**config.mk**
```make
export PLATFORM = sky130hd
export DESIGN_NAME = quoted_string_escaper
export DESIGN_NICKNAME = d
export VERILOG_FILES = /design/src/hw/rtl/qse_pkg.sv /design/src/hw/rtl/qse_front.sv /design/src/hw/rtl/qse_queue.sv /design/src/hw/rtl/qse_back.sv /design/src/hw/rtl/quoted_string_escaper.sv
export SDC_FILE = /design/constraint.sdc
export NUM_CORES = 1
export LEC_CHECK = 0
export ABC_CLOCK_PERIOD_IN_PS = 3500
export BUFFER_PORTS_ARGS = -buffer_cell sky130_fd_sc_hd__buf_2
export CAP_MARGIN = 0
export CELL_PAD_IN_SITES_DETAIL_PLACEMENT = 0
export CELL_PAD_IN_SITES_GLOBAL_PLACEMENT = 2
export CORE_AREA = 4 4 114 143
export CTS_BUF_LIST = sky130_fd_sc_hd__clkbuf_8
export DETAILED_ROUTE_END_ITERATION = 12
export DIE_AREA = 0 0 118 147
export PLACE_DENSITY_LB_ADDON = 0.15
export RECOVER_POWER = 25
export SYNTH_ARGS = -nofsm -noshare
export SYNTH_HDL_FRONTEND = slang
export SYNTH_SLANG_ARGS = --single-unit
```
**constraint.sdc**
```tcl
create_clock -name clk -period 3.5 [get_ports clk]
set_input_delay 0.525 -clock clk [delete_from_list [all_inputs] [get_ports clk]]
set_output_delay 0.525 -clock clk [all_outputs]
set_load 0.02 [all_outputs]
```
**src/hw/rtl/qse_pkg.sv**
```systemverilog
package qse_pkg;

  localparam logic [7:0] QUOTE_CHAR  = 8'h22;
  localparam logic [7:0] APOS_CHAR   = 8'h27;
  localparam logic [7:0] BSLASH_CHAR = 8'h5C;
  localparam logic [7:0] X_CHAR      = 8'h78;
  localparam logic [7:0] PRINT_LO    = 8'h20;
  localparam logic [7:0] PRINT_HI    = 8'h7E;

  typedef enum logic [1:0] {
    BODY_NONE  = 2'd0,
    BODY_PLAIN = 2'd1,
    BODY_ESC   = 2'd2,
    BODY_HEX   = 2'd3
  } body_kind_t;

  // everything the back end needs to emit the bytes of one input item
  typedef struct packed {
    logic       open_q;
    body_kind_t kind;
    logic [7:0] body;
    logic       close_q;
  } plan_t;

  function automatic logic [7:0] hex_digit(input logic [3:0] nib);
    logic [7:0] d;
    if (nib < 4'd10) begin
      d = 8'h30 + {4'd0, nib};
    end else begin
      d = 8'h57 + {4'd0, nib};
    end
    return d;
  endfunction

endpackage

```
**src/hw/rtl/qse_front.sv**
```systemverilog
module qse_front (
  input  logic          clk,
  input  logic          rst,
  input  logic          take,
  input  logic [7:0]    data_byte,
  input  logic          end_of_string,
  input  logic          empty_string,
  output qse_pkg::plan_t plan
);

  logic inside_string;
  logic inside_string_next;
  logic [7:0] letter;
  logic       simple;

  always_comb begin
    simple = 1'b1;
    letter = data_byte;
    unique case (data_byte)
      8'h0A: letter = 8'h6E;
      8'h09: letter = 8'h74;
      8'h0D: letter = 8'h72;
      8'h00: letter = 8'h30;
      8'h0C: letter = 8'h66;
      qse_pkg::BSLASH_CHAR, qse_pkg::QUOTE_CHAR, qse_pkg::APOS_CHAR: letter = data_byte;
      default: simple = 1'b0;
    endcase
  end

  always_comb begin
    plan.open_q  = !inside_string;
    plan.body    = data_byte;
    plan.close_q = end_of_string;
    inside_string_next = !end_of_string;
    if (empty_string) begin
      plan.kind          = qse_pkg::BODY_NONE;
      plan.close_q       = 1'b1;
      inside_string_next = 1'b0;
    end else if (simple) begin
      plan.kind = qse_pkg::BODY_ESC;
      plan.body = letter;
    end else if (data_byte >= qse_pkg::PRINT_LO && data_byte <= qse_pkg::PRINT_HI) begin
      plan.kind = qse_pkg::BODY_PLAIN;
    end else begin
      plan.kind = qse_pkg::BODY_HEX;
    end
  end

  always_ff @(posedge clk) begin
    if (rst) begin
      inside_string <= 1'b0;
    end else if (take) begin
      inside_string <= inside_string_next;
    end
  end

endmodule

```
**src/hw/rtl/qse_queue.sv**
```systemverilog
module qse_queue #(
  parameter int DEPTH = 4
) (
  input  logic           clk,
  input  logic           rst,
  input  logic           push,
  input  qse_pkg::plan_t push_plan,
  output logic           full,
  input  logic           pop,
  output logic           head_valid,
  output qse_pkg::plan_t head_plan
);

  localparam int PW = (DEPTH > 1) ? $clog2(DEPTH) : 1;
  localparam int CW = $clog2(DEPTH + 1);

  qse_pkg::plan_t slots [DEPTH];
  logic [PW-1:0]  wr_ptr;
  logic [PW-1:0]  rd_ptr;
  logic [CW-1:0]  count;

  assign full       = (count == CW'(DEPTH));
  assign head_valid = (count != '0);
  assign head_plan  = slots[rd_ptr];

  function automatic logic [PW-1:0] bump(input logic [PW-1:0] p);
    return (p == PW'(DEPTH - 1)) ? '0 : p + 1'b1;
  endfunction

  always_ff @(posedge clk) begin
    if (push) begin
      slots[wr_ptr] <= push_plan;
    end
  end

  always_ff @(posedge clk) begin
    if (rst) begin
      wr_ptr <= '0;
      rd_ptr <= '0;
      count  <= '0;
    end else begin
      if (push) begin
        wr_ptr <= bump(wr_ptr);
      end
      if (pop) begin
        rd_ptr <= bump(rd_ptr);
      end
      if (push && !pop) begin
        count <= count + 1'b1;
      end else if (pop && !push) begin
        count <= count - 1'b1;
      end
    end
  end

endmodule

```
**src/hw/rtl/qse_back.sv**
```systemverilog
module qse_back (
  input  logic           clk,
  input  logic           rst,
  input  logic           head_valid,
  input  qse_pkg::plan_t head_plan,
  output logic           pop,
  output logic           out_valid,
  input  logic           out_ready,
  output logic [7:0]     out_byte,
  output logic           last_of_run,
  output logic           string_done
);

  localparam logic [2:0] PH_OPEN  = 3'd0;
  localparam logic [2:0] PH_B0    = 3'd1;
  localparam logic [2:0] PH_B1    = 3'd2;
  localparam logic [2:0] PH_B2    = 3'd3;
  localparam logic [2:0] PH_B3    = 3'd4;
  localparam logic [2:0] PH_CLOSE = 3'd5;
  localparam logic [2:0] PH_DONE  = 3'd6;

  logic       started;
  logic [2:0] phase;
  logic [2:0] cur;
  logic [2:0] nxt;
  logic [2:0] after_body;
  logic [7:0] byte_now;
  logic       emit;

  assign after_body = head_plan.close_q ? PH_CLOSE : PH_DONE;

  always_comb begin
    if (started) begin
      cur = phase;
    end else if (head_plan.open_q) begin
      cur = PH_OPEN;
    end else if (head_plan.kind != qse_pkg::BODY_NONE) begin
      cur = PH_B0;
    end else begin
      cur = PH_CLOSE;
    end
  end

  always_comb begin
    nxt      = PH_DONE;
    byte_now = qse_pkg::QUOTE_CHAR;
    unique case (cur)
      PH_OPEN: begin
        nxt = (head_plan.kind != qse_pkg::BODY_NONE) ? PH_B0 : PH_CLOSE;
      end
      PH_B0: begin
        byte_now = (head_plan.kind == qse_pkg::BODY_PLAIN) ? head_plan.body
                                                           : qse_pkg::BSLASH_CHAR;
        nxt = (head_plan.kind == qse_pkg::BODY_PLAIN) ? after_body : PH_B1;
      end
      PH_B1: begin
        byte_now = (head_plan.kind == qse_pkg::BODY_HEX) ? qse_pkg::X_CHAR : head_plan.body;
        nxt = (head_plan.kind == qse_pkg::BODY_HEX) ? PH_B2 : after_body;
      end
      PH_B2: begin
        byte_now = qse_pkg::hex_digit(head_plan.body[7:4]);
        nxt      = PH_B3;
      end
      PH_B3: begin
        byte_now = qse_pkg::hex_digit(head_plan.body[3:0]);
        nxt      = after_body;
      end
      PH_CLOSE: begin
        nxt = PH_DONE;
      end
      default: begin
        nxt = PH_DONE;
      end
    endcase
  end

  // output register doubles as the slot that frees the sequencer from the receiver
  assign emit = head_valid && (!out_valid || out_ready);
  assign pop  = emit && (nxt == PH_DONE);

  always_ff @(posedge clk) begin
    if (rst) begin
      started   <= 1'b0;
      phase     <= PH_OPEN;
      out_valid <= 1'b0;
    end else begin
      if (emit) begin
        started <= (nxt != PH_DONE);
        phase   <= nxt;
      end
      if (emit) begin
        out_valid <= 1'b1;
      end else if (out_ready) begin
        out_valid <= 1'b0;
      end
    end
  end

  always_ff @(posedge clk) begin
    if (emit) begin
      out_byte    <= byte_now;
      last_of_run <= (nxt == PH_DONE);
      string_done <= (cur == PH_CLOSE);
    end
  end

endmodule

```
**src/hw/rtl/quoted_string_escaper.sv**
```systemverilog
// quoted_string_escaper: turns raw string bytes into quoted, C-style escaped text
//
// input channel (in_valid/in_ready): one raw byte per transfer with end_of_string
// on the last byte, or empty_string for a zero-length string
// output channel (out_valid/out_ready): one text byte per transfer; last_of_run
// marks the final byte caused by an input, string_done marks the closing quote
//
// the front end classifies each byte and queues a short plan; the back end
// sequencer emits one byte per cycle from the head plan while the receiver is
// ready, so an input yields one to six output bytes (printable text one, escapes
// two, hex escapes four, plus one per quote). the single output byte per cycle
// sets the rate
//
// the front keeps taking input while the queue (QUEUE_DEPTH plans) has room,
// so a stalled receiver only stops input once the queue fills
// reset empties the queue and output register and closes any open string
module quoted_string_escaper #(
  parameter int QUEUE_DEPTH = 4
) (
  input  logic       clk,
  input  logic       rst,
  input  logic       in_valid,
  output logic       in_ready,
  input  logic [7:0] data_byte,
  input  logic       end_of_string,
  input  logic       empty_string,
  output logic       out_valid,
  input  logic       out_ready,
  output logic [7:0] out_byte,
  output logic       last_of_run,
  output logic       string_done
);

  qse_pkg::plan_t new_plan;
  qse_pkg::plan_t head_plan;
  logic           full;
  logic           take;
  logic           pop;
  logic           head_valid;

  assign in_ready = !full;
  assign take     = in_valid && !full;

  qse_front u_front (
    .clk           (clk),
    .rst           (rst),
    .take          (take),
    .data_byte     (data_byte),
    .end_of_string (end_of_string),
    .empty_string  (empty_string),
    .plan          (new_plan)
  );

  qse_queue #(
    .DEPTH (QUEUE_DEPTH)
  ) u_queue (
    .clk        (clk),
    .rst        (rst),
    .push       (take),
    .push_plan  (new_plan),
    .full       (full),
    .pop        (pop),
    .head_valid (head_valid),
    .head_plan  (head_plan)
  );

  qse_back u_back (
    .clk         (clk),
    .rst         (rst),
    .head_valid  (head_valid),
    .head_plan   (head_plan),
    .pop         (pop),
    .out_valid   (out_valid),
    .out_ready   (out_ready),
    .out_byte    (out_byte),
    .last_of_run (last_of_run),
    .string_done (string_done)
  );

endmodule
```
==> flow_summary.toml, run 1 <==
[synth]
synth_area_leaders = "edfxtp_1, dfxtp_1, mux4_1"
synth-async-reset-ratio_pct = 0
synth.net_count = 328
yosys_warnings = 0
synth.yosys.seq_area_share_pct = 55.28
ys_ff_latch = 73
syn_area_mm2 = 0.003694
yosys.area.top_type = "edfxtp_1"
synthTopCellsByCount = "edfxtp_1, nor2_1, nand2_1, a21oi_1, inv_1"
synth_edf_count = 58
ys_types = 56
syn-instance-count = 305
synth_top_area_share_pct = 47.15
synth_area_per_cell_um2 = 12.11
synth_most_common_cell = "edfxtp_1"
synth-main-ff-cell = "edfxtp_1"

[sta]
rsz0062_at_grt = "no"
tightestPinTransition_ps = 915.4
final.setup.worst_slack_ps = 279.6
fin_setup_tns_ps = 0
maxSlewHeadroom_pct = 38.97
hold_violations = 0
clock.fmax_mhz = 310.5
period_share_pct = 92.01
fin_skew_ps = 8.067
setup_viol = 0
period_minus_slack_ps = 3220
slew_viol_final = 0

[detailed_routing]
wl_per_cell_um = 15.89
via_per_inst = 4.623
wl_mm = 8.389
antenna_left = 0
drc_errors = 0
dr.pass1.iters = 4
dr_total_vias = 2441
dr.first_iter.drc_count = 117

[die]
die_w_um = 118
die_area_mm2 = 0.01735
ios = 26
die_y_um = 147
row_count = 50
coreArea_mm2 = 0.01489
start_util_pct = 24.81

[layout]
drive_gt1_share_pct = 18.21
stdcell_count = 528
final_nets = 364
regArea_mm2 = 0.002043
num_antenna_cells = 0
n_fill_cell = 1579
multi_input_area_mm2 = 0.001533
area_delta_synth_final_pct = 16.16

[clock_network]
cts.sinks = 73
clockBufferDepth = 2
cts_max_level = 3
hold_buffers = 0
cts_tree = "yes"
clk_latency_ps = 350
clk_pin_slew_ps = 80
cts_root_buf = "clkbuf_8"
cts_buffers = 9

[global_routing]
grt-ovfl-total = 0
grt_pass1_wl_mm = 13.75
antenna_found_initial = 0
grt_max_degree = 17
track_usage_pct = 10.25
grt_pass1_vias = 2466

[critical_path]
path_max_fanout = 5
crit_path_end_kind = "flip-flop"
crit_arrival_ps = 3510
crit_family = "compound AO/OA/AOI/OAI gates"
critPathMaxStageDelay_ps = 590
critPathKind = "flip-flop to flip-flop"
cp_num_buf_inv = 2
cp_data_required_time_ps = 3790
cp-start-kind = "flip-flop"
critPathSlowestCell = "mux4_2"
path_cells = "mux4_2 -> or2_1 -> o31a_1 -> a221oi_4 -> and2_4 -> inv_2 -> ha_1 -> inv_1 -> fa_1 -> xor2_1 -> or3_1 -> a21oi_1"

[pwr]
ir_worst_vdd_uv = 226.2
clockPowerShare_pct = 27.4
p_int_mw = 1.790
p_switching_mw = 0.8992
switching_share_pct = 33.44
p_leak_nw = 1.530
p_seq_share_pct = 43.7
p_comb_share_pct = 28.9
p_per_area_mw_per_mm2 = 626.7

[flow_run]
max-cap-violations = 0

[min_path]
min_from = "out_ready"
min_path_type = "input pin to flip-flop"

[placement]
gp_congestion = 0.7179
dp.cells = 511
place_ws_ps = 114.2
numPortBuffers = 25
dp_hpwl_mm = 6.076

[run_status]
status = "completed"
==> state kept, by name (all words and copies together), names as in the netlist, named ones only <==
signal                 cells
u_queue.slots             48
u_back.out_byte            8
u_back.phase               3
u_queue.count              3
u_queue.rd_ptr             2
u_queue.wr_ptr             2
u_back.last_of_run         1
u_back.out_valid           1
u_back.started             1
u_back.string_done         1
u_front.inside_string      1
==> path summary, 6_finish.rpt <==
kind                                          to  slack (ps)  cells past startpoint
worst max-delay path            u_queue.count[2]         280                     12
worst min-delay path            u_back.out_valid         450                      4
worst max register to register  u_queue.count[2]         280                     12
worst min register to register  u_back.out_valid         480                      2
==> timing repair <==
item | 4_1_cts | 5_1_grt
endpoints found under the setup margin | 0 | 1
buffers inserted | 0 | 1
resized for setup | 0 | 4
==> worst min-delay path, cell delays in order <==
cell and delay [ps]:
buf_2 70, inv_1 50, nand2_1 60, a21oi_1 50
==> logic make-up after synthesis <==
logic type,share of synthesized area [%]
flops,55.28
compound gates,13.21
fa+ha+maj,3.252
buf+inv,3.252
simple gates,13.92
mux,9.654
xor+xnor,1.423
==> final cells by class <==
type,count,area share (%)
Inverter,17,1.487
Sequential cell,73,47.62
Tap cell,182,5.308
Multi-Input combinational cell,202,35.72
Timing Repair Buffer,38,4.812
Clock inverter,7,2.158
Clock buffer,9,2.887
==> per-stage QoR <==
stage / area (um2) / power, mW / hold WS [ps] / util (%)
2_1_floorplan: 3694 / 1.730 / 454.6 / -
3_5_place_dp: 4084 / 2.001 / 472.5 / 27.43
3_3_place_gp: 4084 / 2.006 / 462.0 / 27.43
5_1_grt: 4290 / 2.883 / 467.0 / 28.82
4_1_cts: 4300 / 2.756 / 424.4 / 28.88
6_report: 4290 / 2.689 / 454.2 / 28.82
==> power groups by stage <==
stage          logic (mW)  registers [mW]  clock network, mW
4_1_cts             0.809            1.17              0.773
3_5_place_dp        0.807            1.19                  0
2_1_floorplan       0.481            1.25                  0
3_3_place_gp        0.812            1.19                  0
6_report            0.777            1.17              0.737
5_1_grt             0.872            1.19              0.818
==> cells in the final DEF (no fill, tap or decap), drive strengths merged, types with 3 or more instances in the layout <==
| cell type | netlist | layout |
|---|---|---|
| xor2 | 4 | 4 |
| a31oi | 3 | 3 |
| buf | 2 | 27 |
| a21boi | 4 | 4 |
| nor3b | 3 | 3 |
| o31ai | 3 | 3 |
| nor2 | 26 | 26 |
| and2 | 3 | 3 |
| or2 | 5 | 5 |
| mux4 | 12 | 12 |
| nor3 | 8 | 8 |
| o21ai | 22 | 22 |
| nand3 | 5 | 5 |
| ha | 8 | 8 |
| and3 | 4 | 4 |
| mux2 | 3 | 3 |
| or3 | 5 | 5 |
| dfxtp | 15 | 15 |
| a21oi | 17 | 17 |
| nand2 | 22 | 22 |
| edfxtp | 58 | 58 |
| nand2b | 7 | 7 |
| inv | 17 | 19 |
| nor2b | 5 | 5 |
| clkbuf | 11 | 20 |
| mux2i | 3 | 3 |
==> metal layers <==
metal	global-route usage [%]	wire, um	part of all wire [%]	up-vias
met1	12.23	3586	43	1182
met2	17.81	4362	52	38
met4	4.223	156	1.9	0
met5	0	0	0	-
met3	2.349	284	3.4	10
li1	-	-	-	1211
(Power assumes the default switching activity.)
==> run 2: changes to the inputs <==
--- a/config.mk
+++ b/config.mk
@@ -5,7 +5,7 @@
 export SDC_FILE = /design/constraint.sdc
 export NUM_CORES = 1
 export LEC_CHECK = 0
-export ABC_CLOCK_PERIOD_IN_PS = 3500
+export ABC_CLOCK_PERIOD_IN_PS = 2640
 export BUFFER_PORTS_ARGS = -buffer_cell sky130_fd_sc_hd__buf_2
 export CAP_MARGIN = 0
 export CELL_PAD_IN_SITES_DETAIL_PLACEMENT = 0
==> constraint.sdc (replaced) <==
create_clock -name clk -period 2.64 [get_ports clk]
set_input_delay 0.396 -clock clk [delete_from_list [all_inputs] [get_ports clk]]
set_output_delay 0.396 -clock clk [all_outputs]
set_load 0.02 [all_outputs]
==> run 2 against run 1 <==
The run now ends with setup timing left. Sequential cell count did not move. Clock-buffer cell count did not move. Register-to-register slack got worse by 690 ps. Setup slack got worse by 690 ps. Clock power rose by 48%. Critical path depth rose by 1. Sequential power rose by 32%. Largest cell class unchanged. Critical path type unchanged.
==> flow_summary.toml, run 2 (synthesis gave the netlist of run 1 again) <==
[critical_path]
cp_data_required_time_ps = 2930
r2r_setup_slack_ps = -410
rr_worst_depth = 13
cp-start-kind = "flip-flop"
critPathSlowestCell = "mux4_2"
path_cells = "buf_6 -> mux4_2 -> mux2_4 -> o22a_1 -> o41ai_4 -> and2_4 -> inv_2 -> ha_4 -> inv_2 -> fa_2 -> xor2_1 -> or3_1 -> a21oi_1"
r2r_end = "u_queue.count[2]"
critPathKind = "flip-flop to flip-flop"
crit_arrival_ps = 3340
cp_num_buf_inv = 3
path_max_fanout = 6
critPathMaxStageDelay_ps = 580
crit_path_end_kind = "flip-flop"
crit_family = "multiplexers"
cpMostUsedCell = "inv_2"

[pwr]
p_leak_nw = 1.684
p_comb_share_pct = 31.6
p_switching_mw = 1.232
clockPowerShare_pct = 28.4
p_seq_share_pct = 40.0
switching_share_pct = 32.07
p_int_mw = 2.609
ir_worst_vdd_uv = 234.9
finalPower_mw = 3.840
p_per_area_mw_per_mm2 = 840.5

[clock_network]
cts.sinks = 73
clk_latency_ps = 360
cts_buffers = 9
cts_max_level = 3
cts_root_buf = "clkbuf_8"
clk_pin_slew_ps = 80
cts_tree = "yes"
hold_buffers = 0
clockBufferDepth = 2

[sta]
slew_viol_final = 0
rsz0062_at_grt = "yes"
hold_violations = 0
tightestPinTransition_ps = 883.1
hold_slack_ps = 314.7
period_minus_slack_ps = 3055
period_share_pct = 115.7
maxSlewHeadroom_pct = 41.13
fin_skew_ps = 17.77
final.setup.worst_slack_ps = -414.6
clock.fmax_mhz = 327.4
setup_viol = 3

[layout]
regArea_mm2 = 0.002046
largest_register_ffs = 48
final_nets = 392
final_common_cell = "edfxtp_1"
mostFrequentLayoutCells = "edfxtp_1, buf_4, nor2_1"
stdcell_area_mm2 = 0.004569
reg_top3 = "u_queue.slots (48), u_back.out_byte (8)"
top_register = "u_queue.slots"
n_fill_cell = 1563
drive_gt1_share_pct = 24.60
area_delta_synth_final_pct = 23.71
num_antenna_cells = 0
multi_input_area_mm2 = 0.001564

[global_routing]
grt_pass1_wl_mm = 13.56
grt-ovfl-total = 0
grt_max_degree = 17
grt_pass1_vias = 2584
track_usage_pct = 10.03
antenna_found_initial = 0

[die]
row_count = 50
ios = 26
die_area_mm2 = 0.01735
start_util_pct = 24.81
coreArea_mm2 = 0.01489
die_w_um = 118
die_y_um = 147

[detailed_routing]
via_per_inst = 4.541
drc_errors = 0
wl_mm = 8.406
dr_total_vias = 2525
dr.first_iter.drc_count = 89
dr.pass1.iters = 4
wl_per_cell_um = 15.12
antenna_left = 0

[min_path]
holdPathStages = 4
hold_end = "u_back.out_valid"
min_from = "out_ready"
min_path_type = "input pin to flip-flop"

[flow_run]
max-cap-violations = 0

[run_status]
violations = "setup timing"
status = "finished, violations left"

[placement]
numPortBuffers = 25
gp_congestion = 0.7894
dp_hpwl_mm = 6.110
postPlaceCellArea_mm2 = 0.004290
run 2: cell types whose count changed in the layout (fill, tap and decap cells not counted), sizes merged:
cell    change
clkinv      -1
clkbuf      +3
bufinv      +1
buf        +25
run 2: how the worst max path moves through the flow:
stage              start          endpoint  depth (start not counted)
2_1_floorplan  flip-flop  u_queue.count[2]                         13
3_3_place_gp   flip-flop  u_queue.count[2]                         13
3_5_place_dp   flip-flop  u_queue.count[1]                         12
4_1_cts        flip-flop  u_queue.count[2]                         13
5_1_grt        flip-flop  u_queue.count[2]                         13
6_report       flip-flop  u_queue.count[2]                         13
run 2: final cells by class:
class	count	area share [%]
inverters	17	1.396
clock buffers	9	2.711
multi-input cells	202	34.23
flip-flops and latches	73	44.77
repair buffers	66	9.200
clock inverters	7	2.711
well taps	182	4.984
run 2: stage by stage:
stage | util (%) | cells | worst slack, ps | TNS (ps)
global placement | 28.82 | 534 | -458.6 | -1072
CTS | 30.80 | 555 | -428.6 | -1012
global route | 30.69 | 556 | -583.2 | -1364
floorplan | - | 305 | -403.3 | -863.0
finish | 30.69 | 556 | -414.6 | -955.0
detailed placement | 28.82 | 534 | -485.2 | -1188
run 2: power by group through the flow:
stage	clock network (mW)	registers, mW	logic, mW
detailed placement	0	1.56	1.24
finish	1.09	1.54	1.21
global route	1.18	1.56	1.36
global placement	0	1.56	1.26
CTS	1.13	1.54	1.27
floorplan	0	1.66	0.664
run 2: tightest hold or removal path: cells and delay by family:
family,cells,cell delay [ps]
buffers and inverters,2,110
and+or+nand+nor,1,60
AOI/OAI and AO/OA,1,50
run 2: repair_timing:
item | CTS | global route
buffers inserted | 5 | 1
gates resized for setup | 4 | 1
pin swaps | 4 | 1
endpoints found under the setup margin | 3 | 3
gates cloned | 0 | 0
run 2: routing by layer:
metal	global-route usage (%)	wire length (um)
met5	0	0
met4	4.223	155
met3	2.156	212
met2	17.41	4318
met1	12.04	3718
==> run 3: changes to the inputs <==
--- a/config.mk
+++ b/config.mk
@@ -5,7 +5,7 @@
 export SDC_FILE = /design/constraint.sdc
 export NUM_CORES = 1
 export LEC_CHECK = 0
-export ABC_CLOCK_PERIOD_IN_PS = 2640
+export ABC_CLOCK_PERIOD_IN_PS = 2900
 export BUFFER_PORTS_ARGS = -buffer_cell sky130_fd_sc_hd__buf_2
 export CAP_MARGIN = 0
 export CELL_PAD_IN_SITES_DETAIL_PLACEMENT = 0
==> constraint.sdc (replaced) <==
create_clock -name clk -period 2.9 [get_ports clk]
set_input_delay 0.435 -clock clk [delete_from_list [all_inputs] [get_ports clk]]
set_output_delay 0.435 -clock clk [all_outputs]
set_load 0.02 [all_outputs]
==> run 3 against run 2 <==
The flow still finishes with violations (setup timing). First-iteration DRC count is 1.1% higher. Utilization is 0.53 points lower. Critical path depth stayed put. Routed wire length is 1.9% lower. Register-to-register slack better by 290 ps. Sequential power is 8% lower. Critical endpoint unchanged.
==> flow_summary.toml, run 3 (synthesis gave the netlist of run 1 again) <==
[clock_network]
cts_max_level = 3
clk_pin_slew_ps = 80
clockBufferDepth = 2
cts.sinks = 73
hold_buffers = 0
cts_buffers = 9
clk_latency_ps = 350
cts_tree = "yes"
cts_root_buf = "clkbuf_8"

[flow_run]
max-cap-violations = 0

[detailed_routing]
wl_met1_mm = 3.588
wl_per_cell_um = 14.99
dr_total_vias = 2520
dr.pass1.iters = 4
highest-signal-layer = "met4"
wl_mm = 8.243
dr.first_iter.drc_count = 90
wl_met2_mm = 4.187
antenna_left = 0
drc_errors = 0
met3_length_um = 235
via_per_inst = 4.582

[sta]
rsz0062_at_grt = "yes"
period_share_pct = 104.4
fin_skew_ps = 8.913
maxSlewHeadroom_pct = 38.92
period_minus_slack_ps = 3026
final.setup.worst_slack_ps = -126.5
slew_viol_final = 0
clock.fmax_mhz = 330.4
hold_violations = 0
tightestPinTransition_ps = 916.2
hold_slack_ps = 348.8
setup_viol = 2

[placement]
dp.cells = 526
postPlaceCellArea_mm2 = 0.004230
gp_congestion = 0.7700
place_ws_ps = -212.4
numPortBuffers = 25
dp_hpwl_mm = 6.029

[critical_path]
crit_arrival_ps = 3310
path_max_fanout = 4
crit_path_end_kind = "flip-flop"
cp_data_required_time_ps = 3180
r2r_setup_slack_ps = -130
cp-start-kind = "flip-flop"
critPathKind = "flip-flop to flip-flop"

[layout]
mostFrequentLayoutCells = "edfxtp_1, buf_4, nor2_1"
stdcell_count = 550
area_delta_synth_final_pct = 21.58
final_nets = 386
stdcell_area_mm2 = 0.004491
final_common_cell = "edfxtp_1"
top_register = "u_queue.slots"
drive_gt1_share_pct = 23.91
num_antenna_cells = 0
reg_top3 = "u_queue.slots (48), u_back.out_byte (8)"
largest_register_ffs = 48
n_fill_cell = 1571

[global_routing]
antenna_found_initial = 0
track_usage_pct = 9.950
grt_max_degree = 17
grt_pass1_vias = 2527
grt-ovfl-total = 0
grt_pass1_wl_mm = 13.40

[die]
coreArea_mm2 = 0.01489
die_y_um = 147
ios = 26
row_count = 50
start_util_pct = 24.81
die_w_um = 118
die_area_mm2 = 0.01735

[pwr]
finalPower_mw = 3.299
p_leak_nw = 1.647
ir_worst_vdd_uv = 233.8
p_per_area_mw_per_mm2 = 734.7

[run_status]
violations = "setup timing"
status = "finished, violations left"

[min_path]
min_path_type = "input pin to flip-flop"
## run 3: worst paths after layout
check,start,end,cells after the start
worst max-delay path,flip-flop,u_queue.count[2],13
worst min-delay path,out_ready,u_back.out_valid,4
worst max register to register,flip-flop,u_queue.count[2],13
worst min register to register,u_back.out_valid,u_back.out_valid,2
## run 3: timing repair
action,CTS,global route
buffers inserted,7,1
pin swaps,3,2
hold endpoints to repair,0,0
setup endpoints to repair,2,3
gates resized for setup,7,1
## run 3: through the flow
| stage | utilization (%) | TNS, ps |
|---|---|---|
| after floorplan | - | -280.2 |
| after global placement | 28.41 | -314.7 |
| after detailed placement | 28.41 | -403.5 |
| after CTS | 30.26 | -286.7 |
| after global routing | 30.16 | -523.9 |
| final | 30.16 | -220.1 |
## run 3: area by class of cell
| class | instances | area, um2 | share of cell area (%) |
|---|---|---|---|
| flip-flops and latches | 73 | 2046 | 45.56 |
| multi-input cells | 202 | 1572 | 35.00 |
| repair buffers | 60 | 380.4 | 8.470 |
| well taps | 182 | 227.7 | 5.071 |
| clock buffers | 9 | 123.9 | 2.758 |
| clock inverters | 7 | 77.57 | 1.727 |
| inverters | 17 | 63.81 | 1.421 |
## run 3: report_power, final
group          leakage (nW)  internal (mW)  switching, mW  total (mW)
clock network         0.106          0.408          0.420       0.828
registers             0.655           1.33         0.0871        1.41
logic                 0.886          0.439          0.618        1.06
## run 3: worst max-delay path, cell delays in order, from the launching register on
cell,delay [ps]
dfxtp_4,380
mux4_2,530
buf_4,180
o41ai_4,330
buf_4,190
o41ai_4,80
and2_4,180
inv_2,50
ha_4,120
inv_2,30
fa_2,320
xor2_1,150
or3_1,300
a21oi_1,110
## run 3: per-layer routing
metal / up-vias / GRT usage [%]
li1: 1258 / -
met1: 1205 / 11.38
met2: 42 / 17.38
met3: 15 / 2.233
met4: 0 / 5.161
met5: - / 0
